### config.mk
export PLATFORM = sky130hd
export DESIGN_NAME = delta_list_timer_queue_core
export DESIGN_NICKNAME = d
export VERILOG_FILES = /design/src/hw/rtl/dltq_pkg.sv /design/src/hw/rtl/delta_list_timer_queue_core.sv
export SDC_FILE = /design/constraint.sdc
export NUM_CORES = 2
export LEC_CHECK = 0
export BUFFER_PORTS_ARGS = -buffer_cell sky130_fd_sc_hd__buf_4
export CORE_AREA = 2 2 435 437
export DETAILED_ROUTE_END_ITERATION = 8
export DIE_AREA = 0 0 437 439
export PLACE_DENSITY_LB_ADDON = 0.25
export SETUP_SLACK_MARGIN = 0.3
export SLEW_MARGIN = 0
export SYNTH_ARGS = -nofsm -noshare
export SYNTH_HDL_FRONTEND = slang
export SYNTH_SLANG_ARGS = --single-unit
### constraint.sdc
create_clock -name i_clk -period 11.9 [get_ports i_clk]
set_input_delay 1.19 -clock i_clk [delete_from_list [all_inputs] [get_ports i_clk]]
set_output_delay 1.19 -clock i_clk [all_outputs]
set_load 0.05 [all_outputs]
### src/hw/rtl/dltq_pkg.sv
// Package with the word types, codes and helpers of the delta-list timer queue.
package dltq_pkg;

    localparam int SLOT_BITS   = 4;
    localparam int NUM_SLOTS   = 16;
    localparam int DELAY_BITS  = 48;
    localparam int STATUS_BITS = 3;
    localparam int COUNT_BITS  = 5;

    // Command codes of an input word.
    localparam logic [1:0] CMD_ENQUEUE = 2'd0;
    localparam logic [1:0] CMD_CANCEL  = 2'd1;
    localparam logic [1:0] CMD_TICK    = 2'd2;

    // Status codes of a result word.
    localparam logic [STATUS_BITS-1:0] ST_OK          = 3'd0;
    localparam logic [STATUS_BITS-1:0] ST_FULL        = 3'd1;
    localparam logic [STATUS_BITS-1:0] ST_NOT_PENDING = 3'd2;
    localparam logic [STATUS_BITS-1:0] ST_PENDING     = 3'd3;
    localparam logic [STATUS_BITS-1:0] ST_ZERO_DELAY  = 3'd4;

    typedef struct packed {
        logic [1:0]            command;
        logic [SLOT_BITS-1:0]  slot_id;
        logic [DELAY_BITS-1:0] delay;
    } t_in_word;

    typedef struct packed {
        logic [STATUS_BITS-1:0] status;
        logic                   expired;
        logic [SLOT_BITS-1:0]   expired_slot;
        logic                   last;
        logic [COUNT_BITS-1:0]  pending_count;
    } t_out_word;

    // One list entry, stored at the address of its slot id.
    typedef struct packed {
        logic [SLOT_BITS-1:0]  next_slot;
        logic [DELAY_BITS-1:0] delta;
    } t_entry;

    // Result word that reports a status and no expiry.
    function automatic t_out_word status_word(input logic [STATUS_BITS-1:0] status,
                                              input logic [COUNT_BITS-1:0]  count);
        t_out_word w;
        w.status        = status;
        w.expired       = 1'b0;
        w.expired_slot  = '0;
        w.last          = 1'b1;
        w.pending_count = count;
        return w;
    endfunction

endpackage

### src/hw/rtl/delta_list_timer_queue_core.sv
// Top level of the delta-list timer queue: list memory, walk sequencer and result register.
//
//  Channel  Ports                                   Direction  Word
//  in       i_in_valid, o_in_stall, i_in_word       to core    command, slot_id, delay
//  out      o_out_valid, i_out_stall, o_out_word    from core  status, expiry, count
//
// The pending list is linked through one memory addressed by slot id, with registered read
// data. Enqueue and cancel walk it one entry at a time (read, then compare).
// Reset clears the count, the pending flags and the control state; the memory is not
// cleared, since only linked entries are ever read. A stalled result holds the core only
// when the next result is due; otherwise a new word is taken while it waits.
module delta_list_timer_queue_core #(
    parameter int QUEUE_DEPTH = 16
) (
    input  logic                i_clk,
    input  logic                i_rst_n,
    input  logic                i_in_valid,
    output logic                o_in_stall,
    input  dltq_pkg::t_in_word  i_in_word,
    output logic                o_out_valid,
    input  logic                i_out_stall,
    output dltq_pkg::t_out_word o_out_word
);
    import dltq_pkg::*;

    // Fill level at which an enqueue is refused.
    localparam logic [COUNT_BITS:0] L_FULL =
        (COUNT_BITS+1)'((QUEUE_DEPTH < 32) ? QUEUE_DEPTH : 32);

    typedef enum logic [3:0] {
        S_IDLE,
        S_EMIT,
        S_ENQ_RD,
        S_ENQ_CHK,
        S_ENQ_INS,
        S_ENQ_SUCC,
        S_ENQ_LINK,
        S_CAN_RD,
        S_CAN_CHK,
        S_CAN_SUCC,
        S_CAN_LINK,
        S_TICK_CHK,
        S_TICK_EXP
    } t_state;

    t_state                  r_state, n_state;
    t_state                  r_after, n_after;
    logic [SLOT_BITS-1:0]    r_slot, n_slot;
    logic [DELAY_BITS-1:0]   r_rem, n_rem;
    logic [SLOT_BITS-1:0]    r_cur, n_cur;
    logic [SLOT_BITS-1:0]    r_prev, n_prev;
    logic [DELAY_BITS-1:0]   r_prev_delta, n_prev_delta;
    logic                    r_prev_valid, n_prev_valid;
    logic [COUNT_BITS-1:0]   r_k, n_k;
    logic                    r_has_succ, n_has_succ;
    logic                    r_first, n_first;
    t_entry                  r_vic, n_vic;
    logic [SLOT_BITS-1:0]    r_head, n_head;
    logic [COUNT_BITS-1:0]   r_count, n_count;
    logic [NUM_SLOTS-1:0]    r_pending, n_pending;
    t_out_word               r_res, n_res;
    logic                    r_out_valid, n_out_valid;
    t_out_word               r_out, n_out;

    // List memory and its ports.
    t_entry                  r_mem [NUM_SLOTS];
    t_entry                  r_rd;
    logic                    w_rd_en;
    logic [SLOT_BITS-1:0]    w_rd_addr;
    logic                    w_wr_en;
    logic [SLOT_BITS-1:0]    w_wr_addr;
    t_entry                  w_wr_data;

    logic                    w_accept;
    logic                    w_out_free;
    logic [DELAY_BITS-1:0]   w_tick_delta;

    assign w_accept   = i_in_valid && (r_state == S_IDLE);
    assign w_out_free = !r_out_valid || !i_out_stall;

    // Head delta after the tick decrement; only the first entry of a tick counts down.
    always_comb begin
        w_tick_delta = r_rd.delta;
        if (r_first && (r_rd.delta != '0)) begin
            w_tick_delta = r_rd.delta - DELAY_BITS'(1);
        end
    end

    // Next-state logic of the sequencer and the memory port controls.
    always_comb begin
        n_state      = r_state;
        n_after      = r_after;
        n_slot       = r_slot;
        n_rem        = r_rem;
        n_cur        = r_cur;
        n_prev       = r_prev;
        n_prev_delta = r_prev_delta;
        n_prev_valid = r_prev_valid;
        n_k          = r_k;
        n_has_succ   = r_has_succ;
        n_first      = r_first;
        n_vic        = r_vic;
        n_head       = r_head;
        n_count      = r_count;
        n_pending    = r_pending;
        n_res        = r_res;
        n_out        = r_out;
        n_out_valid  = r_out_valid && i_out_stall;
        w_rd_en      = 1'b0;
        w_rd_addr    = r_cur;
        w_wr_en      = 1'b0;
        w_wr_addr    = r_slot;
        w_wr_data    = '{next_slot: r_cur, delta: r_rem};

        case (r_state)
            S_IDLE: begin
                if (w_accept) begin
                    n_slot       = i_in_word.slot_id;
                    n_rem        = i_in_word.delay;
                    n_cur        = r_head;
                    n_k          = '0;
                    n_prev_valid = 1'b0;
                    n_has_succ   = 1'b0;
                    n_after      = S_IDLE;
                    n_res        = status_word(ST_OK, r_count);
                    n_state      = S_EMIT;
                    case (i_in_word.command)
                        CMD_ENQUEUE: begin
                            if (i_in_word.delay == '0) begin
                                n_res = status_word(ST_ZERO_DELAY, r_count);
                            end else if (r_pending[i_in_word.slot_id]) begin
                                n_res = status_word(ST_PENDING, r_count);
                            end else if ({1'b0, r_count} >= L_FULL) begin
                                n_res = status_word(ST_FULL, r_count);
                            end else begin
                                n_state = S_ENQ_RD;
                            end
                        end
                        CMD_CANCEL: begin
                            if (!r_pending[i_in_word.slot_id]) begin
                                n_res = status_word(ST_NOT_PENDING, r_count);
                            end else begin
                                n_state = S_CAN_RD;
                            end
                        end
                        CMD_TICK: begin
                            if (r_count != '0) begin
                                w_rd_en   = 1'b1;
                                w_rd_addr = r_head;
                                n_first   = 1'b1;
                                n_state   = S_TICK_CHK;
                            end
                        end
                        default: begin
                            n_state = S_EMIT;
                        end
                    endcase
                end
            end

            // Hand the held result to the output register once it is free.
            S_EMIT: begin
                if (w_out_free) begin
                    n_out       = r_res;
                    n_out_valid = 1'b1;
                    n_state     = r_after;
                end
            end

            // Enqueue walk: read the next entry, or insert at the tail.
            S_ENQ_RD: begin
                if (r_k == r_count) begin
                    n_state = S_ENQ_INS;
                end else begin
                    w_rd_en   = 1'b1;
                    w_rd_addr = r_cur;
                    n_state   = S_ENQ_CHK;
                end
            end

            // Step past entries not later than the remaining delay; ties keep arrival order.
            S_ENQ_CHK: begin
                if (r_rd.delta <= r_rem) begin
                    n_rem        = r_rem - r_rd.delta;
                    n_prev       = r_cur;
                    n_prev_delta = r_rd.delta;
                    n_prev_valid = 1'b1;
                    n_cur        = r_rd.next_slot;
                    n_k          = r_k + COUNT_BITS'(1);
                    n_state      = S_ENQ_RD;
                end else begin
                    n_has_succ = 1'b1;
                    n_state    = S_ENQ_INS;
                end
            end

            // Write the new entry in front of the current one.
            S_ENQ_INS: begin
                w_wr_en   = 1'b1;
                w_wr_addr = r_slot;
                w_wr_data = '{next_slot: r_cur, delta: r_rem};
                n_state   = r_has_succ ? S_ENQ_SUCC : S_ENQ_LINK;
            end

            // The successor now counts from the new entry.
            S_ENQ_SUCC: begin
                w_wr_en   = 1'b1;
                w_wr_addr = r_cur;
                w_wr_data = '{next_slot: r_rd.next_slot, delta: r_rd.delta - r_rem};
                n_state   = S_ENQ_LINK;
            end

            // Point the predecessor, or the head, at the new entry.
            S_ENQ_LINK: begin
                if (r_prev_valid) begin
                    w_wr_en   = 1'b1;
                    w_wr_addr = r_prev;
                    w_wr_data = '{next_slot: r_slot, delta: r_prev_delta};
                end else begin
                    n_head = r_slot;
                end
                n_count           = r_count + COUNT_BITS'(1);
                n_pending[r_slot] = 1'b1;
                n_res             = status_word(ST_OK, r_count + COUNT_BITS'(1));
                n_after           = S_IDLE;
                n_state           = S_EMIT;
            end

            // Cancel walk: read the current entry.
            S_CAN_RD: begin
                w_rd_en   = 1'b1;
                w_rd_addr = r_cur;
                n_state   = S_CAN_CHK;
            end

            // If this is the slot, keep its entry and fetch the successor if there is one; else step on.
            S_CAN_CHK: begin
                if (r_cur == r_slot) begin
                    n_vic = r_rd;
                    if ((r_k + COUNT_BITS'(1)) < r_count) begin
                        w_rd_en   = 1'b1;
                        w_rd_addr = r_rd.next_slot;
                        n_state   = S_CAN_SUCC;
                    end else begin
                        n_state = S_CAN_LINK;
                    end
                end else begin
                    n_prev       = r_cur;
                    n_prev_delta = r_rd.delta;
                    n_prev_valid = 1'b1;
                    n_cur        = r_rd.next_slot;
                    n_k          = r_k + COUNT_BITS'(1);
                    n_state      = S_CAN_RD;
                end
            end

            // Credit the cancelled delta to the successor.
            S_CAN_SUCC: begin
                w_wr_en   = 1'b1;
                w_wr_addr = r_vic.next_slot;
                w_wr_data = '{next_slot: r_rd.next_slot, delta: r_rd.delta + r_vic.delta};
                n_state   = S_CAN_LINK;
            end

            // Unlink the cancelled entry.
            S_CAN_LINK: begin
                if (r_prev_valid) begin
                    w_wr_en   = 1'b1;
                    w_wr_addr = r_prev;
                    w_wr_data = '{next_slot: r_vic.next_slot, delta: r_prev_delta};
                end else begin
                    n_head = r_vic.next_slot;
                end
                n_count           = r_count - COUNT_BITS'(1);
                n_pending[r_slot] = 1'b0;
                n_res             = status_word(ST_OK, r_count - COUNT_BITS'(1));
                n_after           = S_IDLE;
                n_state           = S_EMIT;
            end

            // Tick: decide whether the entry just read at the head expires.
            S_TICK_CHK: begin
                if (w_tick_delta != '0) begin
                    if (r_first) begin
                        w_wr_en   = 1'b1;
                        w_wr_addr = r_head;
                        w_wr_data = '{next_slot: r_rd.next_slot, delta: w_tick_delta};
                        n_res     = status_word(ST_OK, r_count);
                    end else begin
                        n_res.last = 1'b1;
                    end
                    n_after = S_IDLE;
                    n_state = S_EMIT;
                end else if (r_first) begin
                    n_state = S_TICK_EXP;
                end else begin
                    n_res.last = 1'b0;
                    n_after    = S_TICK_EXP;
                    n_state    = S_EMIT;
                end
            end

            // Remove the head and look at the next entry.
            S_TICK_EXP: begin
                n_res.status        = ST_OK;
                n_res.expired       = 1'b1;
                n_res.expired_slot  = r_head;
                n_res.last          = 1'b0;
                n_res.pending_count = r_count - COUNT_BITS'(1);
                n_count             = r_count - COUNT_BITS'(1);
                n_pending[r_head]   = 1'b0;
                n_head              = r_rd.next_slot;
                if (r_count > COUNT_BITS'(1)) begin
                    w_rd_en   = 1'b1;
                    w_rd_addr = r_rd.next_slot;
                    n_first   = 1'b0;
                    n_state   = S_TICK_CHK;
                end else begin
                    n_res.last = 1'b1;
                    n_after    = S_IDLE;
                    n_state    = S_EMIT;
                end
            end

            default: begin
                n_state = S_IDLE;
            end
        endcase
    end

    // State, working registers and the output register.
    always_ff @(posedge i_clk) begin
        if (!i_rst_n) begin
            r_state     <= S_IDLE;
            r_after     <= S_IDLE;
            r_count     <= '0;
            r_pending   <= '0;
            r_out_valid <= 1'b0;
        end else begin
            r_state     <= n_state;
            r_after     <= n_after;
            r_count     <= n_count;
            r_pending   <= n_pending;
            r_out_valid <= n_out_valid;
        end
        r_slot       <= n_slot;
        r_rem        <= n_rem;
        r_cur        <= n_cur;
        r_prev       <= n_prev;
        r_prev_delta <= n_prev_delta;
        r_prev_valid <= n_prev_valid;
        r_k          <= n_k;
        r_has_succ   <= n_has_succ;
        r_first      <= n_first;
        r_vic        <= n_vic;
        r_head       <= n_head;
        r_res        <= n_res;
        r_out        <= n_out;
    end

    // List memory with registered read data.
    always_ff @(posedge i_clk) begin
        if (w_wr_en) begin
            r_mem[w_wr_addr] <= w_wr_data;
        end
        if (w_rd_en) begin
            r_rd <= r_mem[w_rd_addr];
        end
    end

    assign o_in_stall  = (r_state != S_IDLE);
    assign o_out_valid = r_out_valid;
    assign o_out_word  = r_out;

endmodule

Word-level counts from Yosys, hierarchy flattened

Memory sizes are Yosys's and may differ from the RTL's. A register that Yosys moved wholly into a read port is not among the register bits.
Cells that the tools add are included.

Add/sub/neg operators: 7
$mul: 0
Divide/modulo/power cells: 0
Order comparisons: 9
Equality and inequality tests: 30
Shifts and indexed selects: 0
Multiplexer cells: 108
Bitwise operators: 5
Reductions and logical operators: 39

Operators with widths:

| kind                                                | count |
|---|---|
| case mux 52 bit (5 select lines)                    | 1 |
| two-way mux 48 bit                                  | 5 |
| two-way mux 52 bit                                  | 4 |
| case mux 48 bit (2 select lines)                    | 2 |
| two-way mux 4 bit                                   | 27 |
| nonzero test 48 bit                                 | 2 |
| subtractor 48 bit                                   | 2 |
| case mux 14 bit (5 select lines)                    | 1 |
| adder 48 bit                                        | 1 |
| less-or-equal comparator 48 bit                     | 1 |
| logical NOT 48 bit                                  | 1 |
| case mux 16 bit (3 select lines)                    | 1 |
| case mux 4 bit (12 select lines)                    | 1 |
| case mux 4 bit (3 select lines)                     | 4 |
| subtractor 48 x 1 -> 48 bit (second input constant) | 1 |
| bitwise AND 16 bit                                  | 2 |
| NOT 16 bit                                          | 2 |
| case mux 4 bit (4 select lines)                     | 2 |
| two-way mux 1 bit                                   | 28 |
| two-way mux 14 bit                                  | 2 |
| case mux 14 bit (2 select lines)                    | 1 |
| two-way mux 13 bit                                  | 2 |
| two-way mux 5 bit                                   | 5 |
| != test 2 bit (second input constant)               | 11 |
| 45 further kinds                                    | 89 |

Register bits: 230
Latch bits: 0
Memory bits (writable): 832
ROM bits: 0
Bits of input ports: 58
Output and inout bits: 16
Memories: 1

Memories:

| name  | depth | bits a word | rd ports | clocked after Yosys merged registers in | write ports | RTL line                          | source |
|---|---|---|---|---|---|---|---|
| r_mem | 16    | 52          | 1        | 1                                       | 1           | delta_list_timer_queue_core.sv:66 | `t_entry r_mem [NUM_SLOTS];` |

Logic depth before layout (Yosys ltp)

Depth in word-level cells: 8
Mapped depth: 18
Mapped depth without buffers: 15

Worst setup path before layout

No wires, ideal clock.

Path type: register -> register
Start point: reg, netlist name r_rd[1]
End point: mem r_mem[11][0] in the netlist's numbering (enable)
Library setup time: 0.609 ns
Arrival: 9.251 ns
Required time: 11.291 ns
Setup slack: 2.041 ns
Cell stages (with the launch flop): 14
Clock period less this slack: 9.859 ns
Cell sequence: edfxtp_1 > inv_1 > ha_1 > or4b_1 > nor4_2 > nand4_2 > and4_1 > xnor2_1 > or4_4 > nor4_4 > a21oi_2 > buf_6 > a221o_1 > nor4b_1

Longest elaborated chain between the ends: 8

Ends and longest elaborated chain:

| item                                                                                | RTL line                           | source |
|---|---|---|
| parallel branches: the longest is 2 deep, another holds subtractor 48 x 1 -> 48 bit | n/a                                |  |
| two-way mux 48 bit *                                                                | delta_list_timer_queue_core.sv:84  | `if (r_first && (r_rd.delta != '0)) begin` |
| nonzero test 48 bit *                                                               | delta_list_timer_queue_core.sv:283 | `if (w_tick_delta != '0) begin` |
| two-way mux 1 bit                                                                   | delta_list_timer_queue_core.sv:283 |  |
| case mux 1 bit (3 select lines)                                                     | delta_list_timer_queue_core.sv:115 | `case (r_state)` |
| two-way mux 1 bit                                                                   | delta_list_timer_queue_core.sv:363 | `if (w_wr_en) begin` |
| two-way mux 1 bit (not written as such)                                             | delta_list_timer_queue_core.sv:364 | `r_mem[w_wr_addr] <= w_wr_data;` |
| end, declared                                                                       | delta_list_timer_queue_core.sv:66  |  |

Every way passes the cells marked *.

Worst setup path after layout

Start point: reg, netlist name r_rd[0]
End point: mem r_mem[15][21] in the netlist's numbering (enable)

Longest elaborated chain between the ends: 8

Ends and longest elaborated chain:

| item                                                                                | RTL line |
|---|---|
| parallel branches: the longest is 2 deep, another holds subtractor 48 x 1 -> 48 bit | n/a |
| two-way mux 48 bit *                                                                | delta_list_timer_queue_core.sv:84 |
| nonzero test 48 bit *                                                               | delta_list_timer_queue_core.sv:283 |
| two-way mux 1 bit                                                                   | delta_list_timer_queue_core.sv:283 |
| case mux 1 bit (3 select lines)                                                     | delta_list_timer_queue_core.sv:115 |
| two-way mux 1 bit                                                                   | delta_list_timer_queue_core.sv:363 |
| two-way mux 1 bit (not written as such)                                             | delta_list_timer_queue_core.sv:364 |

Marks and branches as above.

==> results.cfg <==
[critical_path]
r2r-start = r_rd[0]
start_kind = flip-flop
reg2reg_to = r_mem[15][21]
endpoint = r_mem[15][21]
crit_path_end_kind = flip-flop
cp_max_fo = 34
r2r_setup_slack_ns = 4.58
r2r_cells = 16
critPathArrivalTime_ns = 7.71
required_ns = 12.28
worstSetupStartpoint = r_rd[0]
crit_type = reg2reg

[die]
die_y_um = 439
io_pins = 74
die_area_um2 = 192000
die_x_um = 437
num_rows = 159
floorplan.initialDensity_pct = 29.9
core-area_um2 = 187000

[cts]
cts_tree = done
clock-sinks = 1111
clk_latency_ns = 0.77
numCtsBuffers = 121
h-tree-depth = 3
cts_hold_buf = 0
path_clk_slew_ns = 0.06
clock_path_buffers = 3
clockRootBuffer = clkbuf_16
post-cts-setup-buffers = 0
cts.repair.resized = 0

[placement]
gp_congestion = 0.965
pre_cts_ws_ns = 4.63
place_area_um2 = 59300
io_buffers = 73
dp_hpwl_um = 118000

[route]
route.detailed.drc = 0
drt_wl_total_um = 189000
routedWlPerCell_um = 25.4
ant_nets = 0
drt_first_pass_iters = 6
vias = 41181
drt_iter0_drc = 4951
via_per_inst = 5.54

[timing]
period_share_pct = 61.5
max_freq_ghz = 0.137
setup_slack_ns = 4.58
slew_headroom_pct = 5.56
finClkSkew_ns = 0.0353
finalHoldViolations = 0
tightest_slew_ns = 1.42
fin_crit_ns = 7.32
slew_viol_final = 0
tns_ns = 0
grt_setup_unrepaired = false
setup_violations = 0

[yosys]
syn_inst = 4883
synth_seq_area_share_pct = 59.2
synth_area_per_cell_um2 = 11.4
synth.distinct_cells = 90
synth_edf_count = 1084
synth_nets = 5101
netlist_area_um2 = 55900
ys_seq_elements = 1111
synth_flop_cell = edfxtp_1
synthArstFlopShare_pct = 0
yosys_warnings = 0

[final_layout]
layout_commonest_cell = edfxtp_1
postLayoutCellArea_um2 = 63500
drive_above_1_share_pct = 9.05
area_growth_syn_to_layout_pct = 13.6
nets = 5053
mostFrequentLayoutCells = edfxtp_1 (1084), nand2_1 (640), a21oi_1 (341), a211oi_1 (292), and3_1 (236)

[job]
drv_cap = 0

[grt]
grtUsageMet2_pct = 30.0
grtUsageMet3_pct = 2.24
grt_pass1_wl_um = 274000
grt_pass1_vias = 39177
antenna_found_initial = 5
busiest_layer = met2
overflow = 0
grt_max_degree = 175
met1_usage_pct = 27.3
grtUsageTotal_pct = 19.0

[run_status]
status = completed

[power_and_ir_drop]
p_per_area_nw_per_um2 = 159
power_leakage_nw = 22.0
ir_drop_uv = 141

[worst_hold_path]
hold_path.class = reg2reg
how the worst min path moves through the flow:
stage	start	end	slack (ns)	depth (start not counted)
after floorplan	r_res[0]	o_out_word[0]	0.40	0
after CTS	r_res[0]	o_out_word[0]	0.42	0
after detailed placement	r_res[6]	o_out_word[6]	0.40	0
final	r_res[6]	o_out_word[6]	0.42	0
after global placement	r_res[6]	o_out_word[6]	0.40	0
after global routing	r_res[0]	o_out_word[0]	0.42	0
power by group:
group | switching [W] | leakage [nW] | total, W | internal, W
logic | 0.00115 | 9.98 | 0.00163 | 0.000481
registers | 0.0000880 | 10.0 | 0.00455 | 0.00446
clock network | 0.00166 | 1.99 | 0.00393 | 0.00227
total | 0.00290 | 22.0 | 0.0101 | 0.00721
routing by layer:
| layer | vias up | part of all wire [%] | routed length, um |
|---|---|---|---|
| li1 | 18727 | - | - |
| met1 | 20716 | 46 | 86300 |
| met2 | 1462 | 45 | 85500 |
| met3 | 276 | 6.2 | 11600 |
| met4 | 0 | 2.9 | 5430 |
| met5 | - | 0 | 0 |
through the flow:
step / instances / total power [W] / hold WS [ns] / utilization (%)
after floorplan: 4883 / 0.00561 / 0.400 / -
after global placement: 7203 / 0.00622 / 0.404 / 31.7
after detailed placement: 7204 / 0.00622 / 0.405 / 31.7
after CTS: 7431 / 0.0102 / 0.417 / 33.9
after global routing: 7434 / 0.0105 / 0.420 / 34.0
final: 7437 / 0.0101 / 0.420 / 34.0
worst max-delay path, cell delays in order, from the launching register on:
cell      delay, ns
edfxtp_1       0.56
inv_1          0.23
ha_1           0.17
or4b_1         0.50
nor4_2         0.35
and4_1         0.37
buf_4          0.33
or4_1          0.19
nand4_1        0.13
or4_4          0.53
nor4_4         0.68
nand2_2        0.31
a21o_1         0.25
a22oi_1        0.92
nor4b_2        0.36
buf_4          0.37
buf_4          0.65
cells in the mapped netlist, drive strengths merged, types with 61 or more instances:
cell | number | area, um^2
o21ai | 209 | 1050
a311oi | 109 | 955
nor2 | 158 | 593
nor4 | 61 | 454
a211oi | 293 | 2200
a21o | 105 | 788
a21oi | 343 | 1720
a31oi | 143 | 895
clkbuf | 316 | 1190
nand2 | 643 | 2420
edfxtp | 1084 | 32600
inv | 146 | 548
xnor2 | 110 | 963
nand3 | 73 | 365
nor3 | 72 | 365
ha | 157 | 1960
and3 | 236 | 1480
sequential cells by signal (all words and copies together), names as in the netlist, 4 cells and up:
signal	flops
r_k	5
r_state	4
r_mem	832
r_cur	4
r_prev_delta	48
r_rem	48
r_count	5
r_res	14
r_rd	52
r_vic	52
r_pending	16
r_prev	4
o_out_word	14
r_head	4
r_slot	4
kinds of logic (layout without fill, tap and decap cells):
group                      Yosys count  count (layout)  share of synthesized area [%]
buffers and inverters              487             543                           3.33
AOI/OAI and AO/OA                 1449            1449                           17.3
and+or+nand+nor                   1449            1449                           12.7
muxes                               65              65                           1.29
xor gates and xnor gates           162             162                           2.54
other                                0               3                              0
DFF                               1111            1111                           59.2
adders and majority gates          160             160                           3.62
cell type report:
class / instances / area [um^2]
repair buffers: 170 / 1360
clock inverters: 80 / 978
multi-input cells: 3285 / 21200
fillers: 18660 / 123000
inverters: 146 / 548
diodes: 3 / 7.51
flip-flops and latches: 1111 / 33100
clock buffers: 147 / 3190
well taps: 2495 / 3120
Note: power is estimated with default switching activity, not from simulation.
